`config.mk`:
```
export PLATFORM = sky130hd
export DESIGN_NAME = video_mode_argument_parser
export DESIGN_NICKNAME = d
export VERILOG_FILES = /design/src/rtl/vmap_pkg.sv /design/src/rtl/vmap_fifo.sv /design/src/rtl/vmap_front.sv /design/src/rtl/vmap_back.sv /design/src/rtl/video_mode_argument_parser.sv
export SDC_FILE = /design/constraint.sdc
export NUM_CORES = 1
export LEC_CHECK = 0
export BUFFER_PORTS_ARGS = -buffer_cell sky130_fd_sc_hd__buf_2
export CORE_MARGIN = 8
export CORE_UTILIZATION = 63
export CTS_CLUSTER_DIAMETER = 200
export DETAILED_ROUTE_END_ITERATION = 8
export GPL_TIMING_DRIVEN = 0
export HOLD_SLACK_MARGIN = 0.12
export PLACE_DENSITY = 0.81
export SETUP_SLACK_MARGIN = 0.02
export SLEW_MARGIN = 0
export SYNTH_ARGS = -nofsm -noshare
export SYNTH_HDL_FRONTEND = slang
export SYNTH_SLANG_ARGS = --single-unit
```
`constraint.sdc`:
```
create_clock -name i_clk -period 12.8 [get_ports i_clk]
set_input_delay 1.92 -clock i_clk [delete_from_list [all_inputs] [get_ports i_clk]]
set_output_delay 1.92 -clock i_clk [all_outputs]
set_load 0.01 [all_outputs]
```
`src/rtl/vmap_pkg.sv`:
```
package vmap_pkg;

    localparam int KEY_LEN = 6;
    localparam int MATCH_W = 3;

    localparam logic [7:0] KEYWORD [KEY_LEN] = '{8'h76, 8'h69, 8'h64, 8'h65, 8'h6F, 8'h3D};

    localparam logic [7:0] CH_NUL   = 8'h00;
    localparam logic [7:0] CH_ZERO  = 8'h30;
    localparam logic [7:0] CH_NINE  = 8'h39;
    localparam logic [7:0] CH_UP_A  = 8'h41;
    localparam logic [7:0] CH_UP_F  = 8'h46;
    localparam logic [7:0] CH_LO_A  = 8'h61;
    localparam logic [7:0] CH_LO_F  = 8'h66;
    localparam logic [7:0] CH_X     = 8'h78;
    localparam logic [7:0] CH_V     = 8'h76;
    localparam logic [7:0] CH_AT    = 8'h40;
    localparam logic [7:0] CH_COMMA = 8'h2C;

    localparam logic [7:0] BPP_16 = 8'd16;
    localparam logic [7:0] BPP_24 = 8'd24;
    localparam logic [7:0] BPP_32 = 8'd32;

    localparam int MID_DEPTH = 2;
    localparam int OUT_DEPTH = 4;
    localparam int OUT_CW    = $clog2(OUT_DEPTH + 1);

    typedef enum logic [3:0] {
        PH_SEARCH,
        PH_WIDTH,
        PH_HEIGHT,
        PH_BPP,
        PH_AT_ZERO,
        PH_AT_X,
        PH_ADDR,
        PH_PITCH,
        PH_DONE,
        PH_FAILED
    } t_phase;

    typedef enum logic [2:0] {
        ST_OK,
        ST_NOT_FOUND,
        ST_BAD_SEP,
        ST_ZERO_WIDTH,
        ST_ZERO_HEIGHT,
        ST_BAD_BPP,
        ST_BAD_PITCH,
        ST_MISALIGNED
    } t_status;

    // Outcome of the parse itself, before the value checks.
    typedef struct packed {
        logic    failed;
        t_status code;
    } t_pre;

    localparam int PRE_W  = $bits(t_pre);
    localparam int RES_W  = 3 + 16 + 16 + 8 + 16 + 32 + 1;

endpackage

```
`src/rtl/vmap_fifo.sv`:
```
module vmap_fifo #(
    parameter int WIDTH = 8,
    parameter int DEPTH = 4
) (
    input  logic                           i_clk,
    input  logic                           i_rst_n,
    input  logic                           i_push,
    input  logic [WIDTH-1:0]               i_data,
    input  logic                           i_pop,
    output logic [WIDTH-1:0]               o_data,
    output logic                           o_full,
    output logic                           o_empty,
    output logic [$clog2(DEPTH+1)-1:0]     o_count
);

    localparam int AW = (DEPTH > 1) ? $clog2(DEPTH) : 1;
    localparam int CW = $clog2(DEPTH + 1);

    logic [WIDTH-1:0] r_mem [DEPTH];
    logic [AW-1:0]    r_wr, n_wr;
    logic [AW-1:0]    r_rd, n_rd;
    logic [CW-1:0]    r_count, n_count;
    logic             do_push;
    logic             do_pop;

    assign o_full  = (r_count == CW'(DEPTH));
    assign o_empty = (r_count == '0);
    assign o_count = r_count;
    assign o_data  = r_mem[r_rd];

    assign do_push = i_push && !o_full;
    assign do_pop  = i_pop && !o_empty;

    always_comb begin
        n_wr    = r_wr;
        n_rd    = r_rd;
        n_count = r_count;
        if (do_push) begin
            n_wr = (r_wr == AW'(DEPTH - 1)) ? '0 : r_wr + 1'b1;
        end
        if (do_pop) begin
            n_rd = (r_rd == AW'(DEPTH - 1)) ? '0 : r_rd + 1'b1;
        end
        if (do_push && !do_pop) begin
            n_count = r_count + 1'b1;
        end else if (do_pop && !do_push) begin
            n_count = r_count - 1'b1;
        end
    end

    always_ff @(posedge i_clk) begin
        if (!i_rst_n) begin
            r_wr    <= '0;
            r_rd    <= '0;
            r_count <= '0;
        end else begin
            r_wr    <= n_wr;
            r_rd    <= n_rd;
            r_count <= n_count;
        end
    end

    always_ff @(posedge i_clk) begin
        if (do_push) begin
            r_mem[r_wr] <= i_data;
        end
    end

endmodule

```
`src/rtl/vmap_front.sv`:
```
module vmap_front
    import vmap_pkg::*;
#(
    parameter int ADDR_WIDTH = 32,
    parameter int DIM_WIDTH  = 16
) (
    input  logic                                        i_clk,
    input  logic                                        i_rst_n,
    input  logic                                        i_valid,
    input  logic [7:0]                                  i_char_in,
    input  logic                                        i_last,
    output logic                                        o_push,
    output logic [PRE_W+3*DIM_WIDTH+8+ADDR_WIDTH-1:0]   o_job
);

    localparam logic [DIM_WIDTH-1:0] DIM_MAX = '1;

    t_phase               r_phase, n_phase;
    logic [MATCH_W-1:0]   r_match, n_match;
    t_status              r_fail, n_fail;
    logic [DIM_WIDTH-1:0] r_width, n_width;
    logic [DIM_WIDTH-1:0] r_height, n_height;
    logic [7:0]           r_bpp, n_bpp;
    logic [DIM_WIDTH-1:0] r_pitch, n_pitch;
    logic [ADDR_WIDTH-1:0] r_addr, n_addr;
    t_pre                 pre;

    logic       is_dec;
    logic       is_up;
    logic       is_lo;
    logic [3:0] dec_val;
    logic [3:0] nib;
    logic [7:0] key_char;

    function automatic logic [DIM_WIDTH-1:0] dec_dim(input logic [DIM_WIDTH-1:0] acc,
                                                     input logic [3:0] d);
        logic [DIM_WIDTH+3:0] v;
        v = {acc, 3'b000} + {2'b00, acc, 1'b0} + (DIM_WIDTH+4)'(d);
        return (v > (DIM_WIDTH+4)'(DIM_MAX)) ? DIM_MAX : v[DIM_WIDTH-1:0];
    endfunction

    function automatic logic [7:0] dec_bpp(input logic [7:0] acc, input logic [3:0] d);
        logic [11:0] v;
        v = {1'b0, acc, 3'b000} + {3'b000, acc, 1'b0} + 12'(d);
        return (v > 12'd255) ? 8'd255 : v[7:0];
    endfunction

    assign is_dec   = (i_char_in >= CH_ZERO) && (i_char_in <= CH_NINE);
    assign is_up    = (i_char_in >= CH_UP_A) && (i_char_in <= CH_UP_F);
    assign is_lo    = (i_char_in >= CH_LO_A) && (i_char_in <= CH_LO_F);
    assign dec_val  = 4'(i_char_in - CH_ZERO);
    assign key_char = (r_match < MATCH_W'(KEY_LEN)) ? KEYWORD[r_match] : KEYWORD[0];

    always_comb begin
        nib = dec_val;
        if (is_up) begin
            nib = 4'(i_char_in - CH_UP_A + 8'd10);
        end else if (is_lo) begin
            nib = 4'(i_char_in - CH_LO_A + 8'd10);
        end
    end

    always_comb begin
        n_phase  = r_phase;
        n_match  = r_match;
        n_fail   = r_fail;
        n_width  = r_width;
        n_height = r_height;
        n_bpp    = r_bpp;
        n_pitch  = r_pitch;
        n_addr   = r_addr;
        case (r_phase)
            PH_SEARCH: begin
                if (i_char_in == CH_NUL) begin
                    n_fail  = ST_NOT_FOUND;
                    n_phase = PH_FAILED;
                end else if (i_char_in == key_char) begin
                    if (r_match == MATCH_W'(KEY_LEN - 1)) begin
                        n_match = '0;
                        n_phase = PH_WIDTH;
                    end else begin
                        n_match = r_match + 1'b1;
                    end
                end else begin
                    // A broken match may restart on this same byte.
                    n_match = (i_char_in == CH_V) ? MATCH_W'(1) : '0;
                end
            end
            PH_WIDTH: begin
                if (is_dec) begin
                    n_width = dec_dim(r_width, dec_val);
                end else if (i_char_in == CH_X) begin
                    n_phase = PH_HEIGHT;
                end else begin
                    n_fail  = ST_BAD_SEP;
                    n_phase = PH_FAILED;
                end
            end
            PH_HEIGHT: begin
                if (is_dec) begin
                    n_height = dec_dim(r_height, dec_val);
                end else if (i_char_in == CH_X) begin
                    n_phase = PH_BPP;
                end else begin
                    n_fail  = ST_BAD_SEP;
                    n_phase = PH_FAILED;
                end
            end
            PH_BPP: begin
                if (is_dec) begin
                    n_bpp = dec_bpp(r_bpp, dec_val);
                end else if (i_char_in == CH_AT) begin
                    n_phase = PH_AT_ZERO;
                end else begin
                    n_fail  = ST_BAD_SEP;
                    n_phase = PH_FAILED;
                end
            end
            PH_AT_ZERO: begin
                if (i_char_in == CH_ZERO) begin
                    n_phase = PH_AT_X;
                end else begin
                    n_fail  = ST_BAD_SEP;
                    n_phase = PH_FAILED;
                end
            end
            PH_AT_X: begin
                if (i_char_in == CH_X) begin
                    n_phase = PH_ADDR;
                end else begin
                    n_fail  = ST_BAD_SEP;
                    n_phase = PH_FAILED;
                end
            end
            PH_ADDR: begin
                if (is_dec || is_up || is_lo) begin
                    n_addr = {r_addr[ADDR_WIDTH-5:0], nib};
                end else if (i_char_in == CH_COMMA) begin
                    n_phase = PH_PITCH;
                end else begin
                    n_fail  = ST_BAD_SEP;
                    n_phase = PH_FAILED;
                end
            end
            PH_PITCH: begin
                if (is_dec) begin
                    n_pitch = dec_dim(r_pitch, dec_val);
                end else begin
                    n_phase = PH_DONE;
                end
            end
            PH_DONE: begin
            end
            PH_FAILED: begin
            end
            default: begin
                n_phase = PH_FAILED;
            end
        endcase
    end

    // The end of the line acts like one more byte that matches nothing.
    always_comb begin
        pre.failed = 1'b1;
        pre.code   = ST_BAD_SEP;
        case (n_phase)
            PH_FAILED: begin
                pre.code = n_fail;
            end
            PH_SEARCH: begin
                pre.code = ST_NOT_FOUND;
            end
            PH_PITCH, PH_DONE: begin
                pre.failed = 1'b0;
                pre.code   = ST_OK;
            end
            default: begin
                pre.code = ST_BAD_SEP;
            end
        endcase
    end

    assign o_push = i_valid && i_last;
    assign o_job  = {pre, n_width, n_height, n_bpp, n_pitch, n_addr};

    always_ff @(posedge i_clk) begin
        if (!i_rst_n || (i_valid && i_last)) begin
            r_phase  <= PH_SEARCH;
            r_match  <= '0;
            r_fail   <= ST_OK;
            r_width  <= '0;
            r_height <= '0;
            r_bpp    <= '0;
            r_pitch  <= '0;
            r_addr   <= '0;
        end else if (i_valid) begin
            r_phase  <= n_phase;
            r_match  <= n_match;
            r_fail   <= n_fail;
            r_width  <= n_width;
            r_height <= n_height;
            r_bpp    <= n_bpp;
            r_pitch  <= n_pitch;
            r_addr   <= n_addr;
        end
    end

endmodule

```
`src/rtl/vmap_back.sv`:
```
module vmap_back
    import vmap_pkg::*;
#(
    parameter int PAGE_BITS  = 12,
    parameter int ADDR_WIDTH = 32,
    parameter int DIM_WIDTH  = 16
) (
    input  logic                                        i_clk,
    input  logic                                        i_rst_n,
    input  logic                                        i_job_empty,
    input  logic [PRE_W+3*DIM_WIDTH+8+ADDR_WIDTH-1:0]   i_job,
    output logic                                        o_job_pop,
    input  logic                                        i_pop,
    output logic                                        o_empty,
    output logic [2:0]                                  o_status,
    output logic [15:0]                                 o_width_px,
    output logic [15:0]                                 o_height_px,
    output logic [7:0]                                  o_bits_per_pixel,
    output logic [15:0]                                 o_line_pitch,
    output logic [31:0]                                 o_base_address,
    output logic                                        o_rgb_layout
);

    localparam int PROD_W = DIM_WIDTH + 8;
    localparam logic [ADDR_WIDTH-1:0] PAGE_MASK = ADDR_WIDTH'((65'd1 << PAGE_BITS) - 65'd1);

    t_pre                  q_pre;
    logic [DIM_WIDTH-1:0]  q_width, q_height, q_pitch;
    logic [7:0]            q_bpp;
    logic [ADDR_WIDTH-1:0] q_addr;

    logic                  r_s1_valid;
    t_pre                  r_s1_pre;
    logic [DIM_WIDTH-1:0]  r_s1_width, r_s1_height, r_s1_pitch;
    logic [7:0]            r_s1_bpp;
    logic [ADDR_WIDTH-1:0] r_s1_addr;
    logic [PROD_W-1:0]     r_s1_prod;

    t_status               status;
    logic [RES_W-1:0]      res;
    logic [RES_W-1:0]      head;
    logic [OUT_CW-1:0]     out_count;
    logic                  out_full;

    assign {q_pre, q_width, q_height, q_bpp, q_pitch, q_addr} = i_job;

    // A job leaves the queue only when the result queue has a slot for it,
    // so the multiply stage never has to stall.
    assign o_job_pop = !i_job_empty
                       && ((OUT_CW+1)'(out_count) + (OUT_CW+1)'(r_s1_valid)
                           < (OUT_CW+1)'(OUT_DEPTH));

    always_ff @(posedge i_clk) begin
        if (!i_rst_n) begin
            r_s1_valid <= 1'b0;
        end else begin
            r_s1_valid <= o_job_pop;
        end
    end

    always_ff @(posedge i_clk) begin
        if (o_job_pop) begin
            r_s1_pre    <= q_pre;
            r_s1_width  <= q_width;
            r_s1_height <= q_height;
            r_s1_bpp    <= q_bpp;
            r_s1_pitch  <= q_pitch;
            r_s1_addr   <= q_addr;
            r_s1_prod   <= PROD_W'(q_width) * PROD_W'(q_bpp);
        end
    end

    always_comb begin
        if (r_s1_pre.failed) begin
            status = r_s1_pre.code;
        end else if (r_s1_width == '0) begin
            status = ST_ZERO_WIDTH;
        end else if (r_s1_height == '0) begin
            status = ST_ZERO_HEIGHT;
        end else if (r_s1_bpp != BPP_16 && r_s1_bpp != BPP_24 && r_s1_bpp != BPP_32) begin
            status = ST_BAD_BPP;
        end else if (PROD_W'(r_s1_pitch) < (r_s1_prod >> 3)) begin
            status = ST_BAD_PITCH;
        end else if ((r_s1_addr & PAGE_MASK) != '0) begin
            status = ST_MISALIGNED;
        end else begin
            status = ST_OK;
        end
    end

    always_comb begin
        if (status == ST_OK) begin
            res = {status, 16'(r_s1_width), 16'(r_s1_height), r_s1_bpp,
                   16'(r_s1_pitch), 32'(r_s1_addr), (r_s1_bpp != BPP_16)};
        end else begin
            res = {status, {(RES_W-3){1'b0}}};
        end
    end

    vmap_fifo #(
        .WIDTH (RES_W),
        .DEPTH (OUT_DEPTH)
    ) u_out_q (
        .i_clk   (i_clk),
        .i_rst_n (i_rst_n),
        .i_push  (r_s1_valid),
        .i_data  (res),
        .i_pop   (i_pop),
        .o_data  (head),
        .o_full  (out_full),
        .o_empty (o_empty),
        .o_count (out_count)
    );

    assign {o_status, o_width_px, o_height_px, o_bits_per_pixel, o_line_pitch,
            o_base_address, o_rgb_layout} = out_full ? head : head;

endmodule

```
`src/rtl/video_mode_argument_parser.sv`:
```
// Streaming parser for a "video=WxHxBPP@0xADDR,PITCH" argument. Bytes of a command
// line are pushed one per clock while full is low; the beat marked last ends the line and
// yields one result: a status code, and on success the width, height, bpp, pitch, base
// address and RGB layout (all other fields read zero when status is not OK). The parser
// takes a byte every cycle that full is low; a result passes through the job queue, the
// width-times-bpp multiply stage used for the pitch check and the result queue before
// it shows on the output ports. Full rises only when the multiply stage and the result
// queue together hold four results and two more finished lines are queued behind them.
module video_mode_argument_parser
    import vmap_pkg::*;
#(
    parameter int PAGE_BITS  = 12,
    parameter int ADDR_WIDTH = 32,
    parameter int DIM_WIDTH  = 16
) (
    input  logic        i_clk,
    input  logic        i_rst_n,
    input  logic        i_push,
    output logic        o_full,
    input  logic [7:0]  i_char_in,
    input  logic        i_last,
    output logic        o_empty,
    input  logic        i_pop,
    output logic [2:0]  o_status,
    output logic [15:0] o_width_px,
    output logic [15:0] o_height_px,
    output logic [7:0]  o_bits_per_pixel,
    output logic [15:0] o_line_pitch,
    output logic [31:0] o_base_address,
    output logic        o_rgb_layout
);

    localparam int JOB_W = PRE_W + 3 * DIM_WIDTH + 8 + ADDR_WIDTH;

    logic                           in_beat;
    logic                           job_push;
    logic [JOB_W-1:0]               job_in;
    logic [JOB_W-1:0]               job_out;
    logic                           job_empty;
    logic                           job_pop;
    logic [$clog2(MID_DEPTH+1)-1:0] job_count;

    assign in_beat = i_push && !o_full;

    vmap_front #(
        .ADDR_WIDTH (ADDR_WIDTH),
        .DIM_WIDTH  (DIM_WIDTH)
    ) u_front (
        .i_clk     (i_clk),
        .i_rst_n   (i_rst_n),
        .i_valid   (in_beat),
        .i_char_in (i_char_in),
        .i_last    (i_last),
        .o_push    (job_push),
        .o_job     (job_in)
    );

    vmap_fifo #(
        .WIDTH (JOB_W),
        .DEPTH (MID_DEPTH)
    ) u_job_q (
        .i_clk   (i_clk),
        .i_rst_n (i_rst_n),
        .i_push  (job_push),
        .i_data  (job_in),
        .i_pop   (job_pop),
        .o_data  (job_out),
        .o_full  (o_full),
        .o_empty (job_empty),
        .o_count (job_count)
    );

    vmap_back #(
        .PAGE_BITS  (PAGE_BITS),
        .ADDR_WIDTH (ADDR_WIDTH),
        .DIM_WIDTH  (DIM_WIDTH)
    ) u_back (
        .i_clk            (i_clk),
        .i_rst_n          (i_rst_n),
        .i_job_empty      (job_empty || (job_count == '0)),
        .i_job            (job_out),
        .o_job_pop        (job_pop),
        .i_pop            (i_pop),
        .o_empty          (o_empty),
        .o_status         (o_status),
        .o_width_px       (o_width_px),
        .o_height_px      (o_height_px),
        .o_bits_per_pixel (o_bits_per_pixel),
        .o_line_pitch     (o_line_pitch),
        .o_base_address   (o_base_address),
        .o_rgb_layout     (o_rgb_layout)
    );

endmodule

```
; Word level (Yosys, flattened, before mapping)
; Memory sizes are Yosys's and may differ from the RTL's. A register that Yosys moved wholly into a read port is not among the register bits.
; Index checks and enable logic that the tools add are counted.
; Widths: inputs -> output; s select.
[totals]
reg_bits = 226
memories = 3
wordCells = 206
out_inout_bits = 94
mem_bits_ro = 64
ramBits = 552
inputBits = 13
[op_classes]
mux = 71
n_eq_ne = 26
multipliers = 1
reduce_logical = 43
add_sub_neg = 23
magnitude_cmp = 14
bitwise_logic = 2
[memory_table]
columns = memory, words, width, read_ports, rd_clocked_by_memory_dff, write_ports, line_no
row1 = u_back.u_out_q.r_mem, 4, 92, 1, 1, 1, vmap_fifo.sv:19  ; logic [WIDTH-1:0] r_mem [DEPTH];
row2 = u_job_q.r_mem, 2, 92, 1, 1, 1, vmap_fifo.sv:19
row3 = (name not given), 8, 8, 1, 0, 0, vmap_front.sv:52  ; assign key_char = (r_match < MATCH_W'(KEY_LEN)) ? KEYWORD[r_match] : KEYWORD[0];
[ops]
columns = cell, count
row1 = $mux 16, 9
row2 = $mux 89, 1
row3 = $mux 32, 2
row4 = $mux 4, 16
row5 = $add 19x17->20, 3
row6 = $add 20x4->20, 3
row7 = $gt 20x16->1 const B, 3
row8 = $mux 3, 18
row9 = $mux 8, 6
row10 = $pmux 4 s9, 1
row11 = $logic_not 16->1, 2
row12 = $reduce_bool 32->1, 1
row13 = $eq 8x7->1 const B, 3
row14 = $mul 16x8->24, 1
row15 = $lt 16x21->1, 1
row16 = $eq 4x3->1 const B, 5
row17 = $pmux 3 s6, 1
row18 = $eq 4x4->1 const B, 4
row19 = $eq 8x6->1 const B, 2
row20 = $ge 8x7->1 const B, 2
row21 = $le 8x7->1 const B, 2
row22 = $logic_and 1x1->1, 16
row23 = $ne 8x5->1 const B, 2
row24 = $add 11x9->12, 1
row25 = 35 further kinds, 75

; Logic depth before layout (Yosys ltp)
[depth]
word_depth = 12
ltp_mapped = 21

; Hierarchy
; Synthesis repeated with hierarchy kept, for this count alone.
[hier_totals]
cells_unflattened = 2624
area_unflattened_um2 = 37866.3
[modules_own_cells]
columns = module, area_per_inst_um2, seq_area_each_um2, cells_each, n_inst
row1 = vmap_fifo (u_back.u_out_q), 13751.9, 11230.8, 531, 1
row2 = vmap_back, 8689.6, 3413.3, 759, 1
row3 = vmap_front, 8505.7, 1961.9, 1021, 1
row4 = vmap_fifo (u_job_q), 6897.9, 5625.4, 311, 1
row5 = video_mode_argument_parser, 21.3, 0.0, 2, 1

; Worst setup path before layout
; OpenSTA, ideal clock, no wires.
[synth_path]
path_type = register -> register
from = register u_back.u_out_q.r_count[1] (netlist: u_back.u_out_q.o_count[1])
to = register u_job_q.r_count[1] (netlist: u_job_q.o_count[1])
arrival_time_ns = 11.031
path_stages_with_launch = 7
required_time_ns = 12.724
slack_ns = 1.693
path_cell_list = dfxtp_1 -> a311oi_1 -> inv_1 -> ha_1 -> xor2_1 -> or3_1 -> a21boi_0
[synth_between]
elab_chain_cells = 7
[synth_lines]
columns = item, line_no
row1 = "start, declared", vmap_fifo.sv:22  ; logic [CW-1:0] r_count, n_count;
row2 = "start signal, assigned", vmap_fifo.sv:59  ; r_count <= n_count;
row3 = $add 3x1->4 (*), vmap_back.sv:50  ; && ((OUT_CW+1)'(out_count) + (OUT_CW+1)'(r_s1_valid)
row4 = $lt 4x3->1 (*), vmap_back.sv:51  ; < (OUT_CW+1)'(OUT_DEPTH));
row5 = $logic_and 1x1->1 (*), vmap_back.sv:50
row6 = named net job_pop, video_mode_argument_parser.sv:40  ; logic job_pop;
row7 = $logic_and 1x1->1 (*), vmap_fifo.sv:32  ; assign do_pop = i_pop && !o_empty;
row8 = $logic_not 1->1, vmap_fifo.sv:44  ; if (do_push && !do_pop) begin
row9 = $logic_and 1x1->1, vmap_fifo.sv:44
row10 = $mux 2 / $reduce_bool 2->1 (equally long branches), -
row11 = "end signal, assigned", vmap_fifo.sv:59
row12 = "end, declared", vmap_fifo.sv:22
; Mark *: on every way through the listed nets, which the timed path passes. The rest lies on a longest branch.
; A chain may end at the register's enable or synchronous reset.

==> run_results.csv <==
group,metric,value,unit
cts,ctsHoldBuffers,0,
job,maxCapViolCount,0,
cts,cts.sink_count,778,
timing,drv_slew,0,
critical_path,required,13.13,ns
synthesis,syn_avg_cell_area,13.82,µm²
hold_path,hp-class,"reg2reg",
cells_and_area,drive_above_1_share,16.13,%
routing,viasPerCell,6.140,
cts,htree_num_levels,3,
die,die_x,259.1,µm
critical_path,worst_r2r_path_depth,18,
cts,cts_buffer_depth,3,
routing,dr_total_vias,22870,
synthesis,netlist_instances,2693,
cells_and_area,n_fill_cell,3621,
synthesis,synthesis.area,0.03722,mm²
timing,post-route-min-period,7.249,ns
synthesis,synth_top_cell_area_share,53.65,%
power,p_leak,15.85,nW
global_route,grt_pass1_wl,130.1,mm
cts,clkLatencyLatePin,0.63,ns
timing,rsz0062_at_grt,"no",
timing,fin_hold_ws,0.4350,ns
hold_path,holdPathStages,2,
synthesis,ys_types,85,
timing,fin_skew,0.02499,ns
synthesis,synth_edf_count,665,
synthesis,ys.flop_type,"edfxtp_1",
placed_design,portBuffers,105,
synthesis,yosys_warnings,0,
cts,cts_setup_buffers,0,
die,std_cell_rows,89,
die,dieArea,0.06712,mm²
timing,fin_crit_sh,56.63,%
placed_design,gp_congestion,0.9264,
global_route,grt_overflow,0,
synthesis,ys_ff_latch,778,
routing,drtIter0Drc,2077,
synthesis,synth-async-reset-ratio,0,%
placed_design,post-dp-hpwl,58.24,mm
die,core_area,0.05869,mm²
synthesis,seq_area_frac_synth,59.72,%
power,vdd_drop_max,0.0004081,V
timing,max-slew-margin-rel,16.06,%
cts,numCtsBuffers,74,
timing,max_freq,0.1379,GHz
critical_path,cp.arrival,7.58,ns
cts,cts-root-buf,"clkbuf_16",
cells_and_area,area_delta_synth_final,12.12,%
cts,tritoncts,"yes",
die,ioPinCount,107,
critical_path,crit_fanout,10,
timing,finalSetupViolations,0,
routing,wire_per_inst,22.63,µm
cts,cts.clk_slew.worst_paths,0.07,ns
routing,drc,0,
critical_path,r2r_setup_slack,5.55,ns
timing,hold_viol,0,
timing,finalSetupTns,0,ns
cells_and_area,final_nets,3173,
die,die_h,259.1,µm
global_route,grt_pass1_vias,23120,
synthesis,syn-num-nets,2976,
critical_path,path_class,"reg2reg",
global_route,grt_util_all_layers,24.89,%
die,start_util,63.43,%
critical_path,startpoint_type,"register",
cells_and_area,final_util,71.12,%
synthesis,netlist_top_cells_area,"edfxtp_1, dfxtp_1, ha_1, mux4_2, fa_1",
routing,dr.pass1.iters,7,
timing,worst_slew_pin_slew,1.224,ns
critical_path,cp-end-kind,"register",
cts,cts_resized,0,
power,power_density,235.7,mW/mm²
routing,ant_nets,0,
synthesis,yosys.area.top_type,"edfxtp_1",
status,status,"finished, final reports clean",
routing,routed_wl,84.30,mm
global_route,grt_max_degree,60,
global_route,antenna_found_initial,2,
hold_path,hp-start,"u_front.r_fail[2]",
-- cell usage after synthesis (7+ instances only) --
cell type    n
mux4_2      92
nor4_1      14
nand2b_1    20
nand2_1     77
a21oi_1    149
mux2i_1     28
buf_1       20
a31oi_1     27
fa_1        93
and2_1     105
nor2b_1     25
o21ai_0    110
xor2_1      31
and3_1       7
o21a_1      10
ha_1       177
nand3_1     20
inv_1      181
xnor2_1     33
o21bai_1     7
dfxtp_1    113
buf_6        7
edfxtp_1   665
nor2_1     301
clkbuf_1    61
a211oi_1    12
mux2_2      98
nor3_1      52
or3_1       11
a21o_1      23
buf_2       11
nand4_1      7
-- critical path, cell delays in order (launching register included) --
cell	delay, ns
dfxtp_1	0.33
clkbuf_1	0.52
buf_1	0.73
mux2i_1	1.03
nor2_1	0.14
fa_1	0.59
fa_1	0.45
fa_1	0.55
inv_1	0.06
fa_1	0.58
inv_1	0.06
ha_1	0.37
nand3_1	0.13
a2111oi_0	0.50
nor2_1	0.12
a21oi_1	0.29
o21ai_0	0.14
or4b_2	0.22
o311ai_0	0.14
-- report_power, final --
| group | total, mW | internal, mW | switching (mW) |
|---|---|---|---|
| combinational | 3.94 | 1.64 | 2.30 |
| sequential | 3.52 | 3.35 | 0.172 |
| clock | 2.37 | 1.42 | 0.951 |
-- cell usage in the layout, fill, tap and decap left out, types with 10 or more instances in the layout --
cell type,instances
mux2i_1,28
clkbuf_16,76
nand2b_1,20
nor2b_1,25
nor3_1,52
buf_2,116
nor4_1,14
a211oi_1,12
inv_1,181
o21ai_0,110
fa_1,93
mux2_2,98
dfxtp_1,113
buf_1,20
edfxtp_1,665
a21o_1,23
nor2_1,300
xnor2_1,33
and2_1,101
xor2_1,31
ha_1,177
clkinv_2,10
clkbuf_1,73
nand3_1,20
mux4_2,92
or3_1,11
a21oi_1,149
o21a_1,10
bufinv_16,15
a31oi_1,27
nand2_1,77
-- per-layer routing --
metal  vias to the layer above  routed length (µm)  global-route usage, %
met3                       151                6210                  4.470
met5                         -                  13                      0
met1                     11440               34260                  33.00
met2                       986               41800                  41.81
li1                      10290                   -                      -
met4                         2                2014                  7.811
-- final cells by class --
cell class / count / area, µm² / share of cell area (%)
Sequential cell: 778 / 22230 / 53.26
Clock buffer: 91 / 1988 / 4.763
Clock inverter: 46 / 664.4 / 1.592
Timing Repair Buffer: 121 / 850.8 / 2.038
Multi-Input combinational cell: 1632 / 13890 / 33.29
Tap cell: 773 / 967.2 / 2.317
Buffer: 102 / 460.4 / 1.103
Inverter: 181 / 679.4 / 1.628
Antenna cell: 1 / 2.502 / 0.005996
-- state kept, by name (all words and copies together) (netlist names), 21 cells and up, named ones only --
signal,flops
u_back.r_s1_prod,21
u_back.r_s1_addr,32
u_job_q.r_mem,184
u_front.r_addr,32
u_back.u_out_q.r_mem,368
-- kinds of logic (layout without fill, tap and decap cells) --
group / count (synthesis) / count (layout) / share of synthesized area, %
AO/OA/AOI/OAI: 406 / 406 / 6.682
XOR/XNOR: 64 / 64 / 1.506
adder cells (fa/ha/maj): 270 / 270 / 10.95
buffers and inverters: 283 / 541 / 3.062
flip-flops: 778 / 778 / 59.72
multiplexers: 218 / 218 / 9.284
other: 0 / 1 / 0
AND/OR/NAND/NOR: 674 / 674 / 8.793
-- stage by stage --
step	setup slack, ns	cells	power, mW	area (µm²)
floorplan	1.693	2693	6.380	37220
global placement	-2.589	3571	7.422	38720
detailed placement	5.645	3587	7.479	39080
CTS	5.616	3724	9.879	41740
global route	5.092	3724	10.43	41740
finish	5.551	3725	9.836	41740
-- final timing paths --
path                          end
max          u_back.r_s1_prod[19]
min             u_front.r_fail[2]
max reg2reg  u_back.r_s1_prod[19]
min reg2reg     u_front.r_fail[2]
Note: power is estimated with default switching activity, not from simulation.
